## src/rtl/ppu_mover.sv

```systemverilog
// ----------------------------------------------------------------------------
// ppu_mover
// Shared move unit: pos + floor(vel * dt / 256), saturated to 32 bits.
// Two register stages: product and position are registered, then the saturated sum.
// ----------------------------------------------------------------------------
module ppu_mover (
  input  logic               clk,
  input  logic signed [15:0] vel,
  input  logic        [15:0] dt,
  input  logic signed [31:0] pos,
  output logic signed [31:0] res
);
  logic signed [32:0] prod_r;
  logic signed [31:0] pos_r;
  logic signed [31:0] res_r;
  logic signed [33:0] sum;

  assign sum = 34'(pos_r) + 34'(prod_r >>> 8);

  always_ff @(posedge clk) begin
    prod_r <= vel * $signed({1'b0, dt});
    pos_r  <= pos;
    if (sum > 34'sd2147483647) begin
      res_r <= 32'sh7FFFFFFF;
    end else if (sum < -34'sd2147483648) begin
      res_r <= 32'sh80000000;
    end else begin
      res_r <= sum[31:0];
    end
  end

  assign res = res_r;
endmodule

```

## config.mk

```make
export PLATFORM = sky130hd
export DESIGN_NAME = ppu_mover
export DESIGN_NICKNAME = d
export VERILOG_FILES = /design/src/rtl/ppu_mover.sv
export SDC_FILE = /design/constraint.sdc
export NUM_CORES = 1
export LEC_CHECK = 0
export BUFFER_PORTS_ARGS = -buffer_cell sky130_fd_sc_hd__buf_2
export CORE_UTILIZATION = 40
export CTS_BUF_LIST = sky130_fd_sc_hd__clkbuf_16
export CTS_CLUSTER_DIAMETER = 100
export DETAILED_ROUTE_END_ITERATION = 12
export HOLD_SLACK_MARGIN = 0.05
export PLACE_DENSITY = 0.59
export SYNTH_ARGS = -nofsm -noshare
export SYNTH_HDL_FRONTEND = slang
export SYNTH_SLANG_ARGS = --single-unit
```

## constraint.sdc

```tcl
create_clock -name clk -period 6.7 [get_ports clk]
set_input_delay 0.335 -clock clk [delete_from_list [all_inputs] [get_ports clk]]
set_output_delay 0.335 -clock clk [all_outputs]
set_load 0.05 [all_outputs]
```

## Word-level counts from Yosys, hierarchy flattened

Cells that the tools add are included.

| cells by class | value |
|---|---|
| add/subtract/negate cells | 1 |
| multipliers | 1 |
| order comparisons | 2 |
| muxes and demuxes | 1 |

Operators by type and width:

| cell | count |
|---|---|
| adder 32 x 25 -> 33 bit | 1 |
| > comparator 33 x 32 -> 1 bit (second input constant) | 1 |
| less-than comparator 33 x 32 -> 1 bit (second input constant) | 1 |
| multiplier 16 x 17 -> 33 bit | 1 |
| 2-to-1 mux 32 bit | 1 |

| storage, ports and cells | value |
|---|---|
| bits in registers | 97 |
| input port bits | 65 |
| output and inout bits | 32 |

## Logic depth before layout (Yosys ltp)

| depth | value |
|---|---|
| depth after elaboration | 3 |
| depth in mapped cells | 23 |

## Worst setup path before layout

No wires, ideal clock.

| timing path | value |
|---|---|
| path kind | input port to flip-flop |
| start point | in vel[1] |
| end point | reg prod_r[27] |
| setup time | 0.072 ns |
| arrival time | 5.688 ns |
| data required time | 6.628 ns |
| path slack | 0.939 ns |
| cell stages on the path | 20 |
| buffers on the path | 1 |
| cells stage by stage | clkbuf_1 > nand2_1 > fa_1 > fa_1 > inv_1 > fa_1 > fa_1 > fa_1 > inv_1 > fa_1 > inv_1 > ha_1 > a21o_1 > a21o_1 > o2bb2ai_1 > o31ai_1 > nor3b_1 > or3_1 > a31oi_1 > xnor2_1 |

| on the way | value |
|---|---|
| word-level cells in the longest chain between the ends | 1 |

RTL lines:

| element | line | source |
|---|---|---|
| from (decl) | 8 | `input logic signed [15:0] vel,` |
| multiplier 16 x 17 -> 33 bit | 21 | `prod_r <= vel * $signed({1'b0, dt});` |
| to (signal assigned) | 21 |  |
| to (decl) | 13 | `logic signed [32:0] prod_r;` |

Every way passes these cells.
A chain may end at the register's enable or synchronous reset.

## Worst setup path after layout

| timing path | value |
|---|---|
| start point | in vel[15] |
| end point | reg prod_r[31] |

Same word-level chain as after synthesis.

==> run summary <==
CTS resizes - 0
H-tree levels - 3
Clk pin slew, worst setup/hold paths - 0.06 ns
Synth top cells by count - inv_1, fa_1, ha_1
Vias in the first global route - 8824
Setup violations, final - 0
Status - finished clean
CTS sink count - 89
Maximum clock path buffer count - 2
Drt drc - 0
Post-Synth XOR/XNOR Area - 3.739%
Fin Hold WS - 0.09185 ns
Hold_buf cts - 0
Routed WL per cell - 15.13 um
Post-route insts no fill - 1792
Row Count - 63
Chip height - 176.5 um
Final net count - 1807
Yosys warns - 0
CTS tree - done
Mux share of post-synthesis cell area - 0.1746%
Setup_tns - 0 ns
Post-synth EDFFs - 0
Register area share after synthesis - 14.63%
Post-Syn Area - 0.01218 sq mm
Crit path required time - 6.94 ns
Cells after Synth - 1334
Pwr dens - 542.6 mW/mm^2
Layout fillers - 3003
Yosys reg bits - 89
Synth async-reset ratio - 0%
Top cell type's share of synthesized area - 31.88%
Crit Path Category - in2reg
Tcrit/Tclk final - 87.81%
Total power - 7209 uW
Total track usage - 18.24%
Top-count cell post-synth - inv_1
Largest net degree at the start of global routing - 32
Boundary pin count - 97
# Post-CTS Setup Buffers - 0
Total grt overflow - 0
Unrepaired setup endpoints after global routing - false
Mapped Nets - 1744
Core area - 0.02980 sq mm
Slew Viols, Final - 0
Starting Density - 40.88%
Slew @ Worst Pin - 0.6122 ns
Simple-gate share of the synthesized area - 14.89%
Antenna Nets Post-Route - 0
CTS Buf Count - 9
PnR worst setup slack - 0.8169 ns
Complex-gate fraction of the synthesized area - 9.913%
CP max FO - 11
Min-Delay Path Class - in2reg
Initial antenna violation count - 0
Inst Count DP - 1776
GP Congestion - 0.8417
Area Growth Syn to Fin - 9.070%
Syn Area/Cell - 9.131 sq um
Worst setup EP type - flop
Initial DRC count - 481
Synth top area cells - fa_1, ha_1, dfxtp_1, inv_1, and2_1
First-pass GRT wire length - 45190 um
LEAKAGE - 0.006806 uW
Pre-antenna DRT Iters - 5
Detail Placement HPWL - 22680 um
Via density - 4.881
Routed WL - 27110 um
Max-cap violation count - 0
Place WS - 0.5079 ns
Input/output buffers - 96
Die area - 0.03115 sq mm
Final Hold Viols - 0
Critical path arrival - 6.13 ns
Slew HR - 58.13%
Post-synth top area cell - fa_1
Library cells used by synthesis - 56
Adder-cell area share of the yosys netlist - 47.40%
Largest family of logic cells by synthesized area - adder cells
Ant diodes - 0
Chip width - 176.5 um
Clk_skew - 0.007444 ns
Top FF cell, synth - dfxtp_1
Clk Latency, worst-skew pair - 0.34 ns
Routed vias - 8746
Layout cells sized above 1 - 8.559%
Max VDD drop - 367.9 uV
Root Driver - clkbuf_16
Minimum clock period - 5.883 ns
Fmax - 170.0 MHz
Crit path launch type - input port
[critical path, cell delays in order]
cell,delay (ns)
buf_2,0.18
inv_1,0.36
nor2_1,0.12
fa_1,0.52
fa_1,0.44
fa_1,0.52
fa_1,0.43
fa_1,0.49
inv_1,0.05
fa_1,0.47
inv_1,0.04
ha_1,0.34
a21o_1,0.22
a21o_1,0.19
o2bb2ai_1,0.15
o31ai_1,0.32
nor3b_1,0.15
o21ai_0,0.39
nand2_1,0.16
o311ai_1,0.25
[area by class of cell]
type	instances	area [sq um]	share of cell area, %
Multi-Input combinational cell	949	9275	69.82
Sequential cell	89	1782	13.41
Inverter	251	942.2	7.092
Timing Repair Buffer	97	488.0	3.673
Tap cell	390	488.0	3.673
Clock buffer	9	225.2	1.695
Clock inverter	7	85.08	0.6404
[power breakdown]
part / switching, uW / internal (uW)
combinational: 3410 / 2410
clock: 189 / 323
sequential: 60.5 / 821
total: 3650 / 3550
[metrics by stage]
stage	util (%)	area (sq um)
after global routing	44.59	13290
after detailed placement	43.55	12970
after CTS	44.59	13290
after floorplan	-	12180
after global placement	43.55	12970
final	44.59	13290
[metal layers]
metal | track usage, % | vias up | routed length [um]
met5 | 0 | - | 0
met4 | 3.556 | 0 | 290
met3 | 1.400 | 20 | 1297
met2 | 27.91 | 239 | 11410
met1 | 28.05 | 4161 | 14110
li1 | - | 4326 | -
[cell usage in the layout (no fill, tap or decap), drive strengths merged, types with 9 or more instances in the layout]
cell type / instances
a21o: 24
nand2b: 10
a21oi: 61
ha: 151
dfxtp: 89
buf: 97
xnor2: 28
clkbuf: 9
o21ai: 42
fa: 194
nand3: 14
nor2: 35
nand2: 149
and2: 117
xor2: 24
inv: 253
[logic make-up (layout without fill, tap and decap cells)]
| logic type | after synthesis | count (layout) |
|---|---|---|
| buffers and inverters | 296 | 364 |
| AO/OA/AOI/OAI | 184 | 184 |
| multiplexers | 2 | 2 |
| XOR/XNOR | 52 | 52 |
| AND/OR/NAND/NOR | 366 | 366 |
| flip-flops | 89 | 89 |
| adder cells (fa/ha/maj) | 345 | 345 |
[flip-flops by register name (all words and copies together), names as in the netlist]
| register | cells |
|---|---|
| pos_r | 32 |
| prod_r | 25 |
| res | 32 |
[final timing paths]
kind,depth (start not counted),slack (ns),to,from
min,1,0.09,pos_r[1],pos[1]
max reg2reg,10,3.17,res[18],prod_r[8]
min reg2reg,3,0.64,res[0],pos_r[0]
max,20,0.82,prod_r[31],vel[15]
No activity file was read; power rests on OpenSTA's default activity.
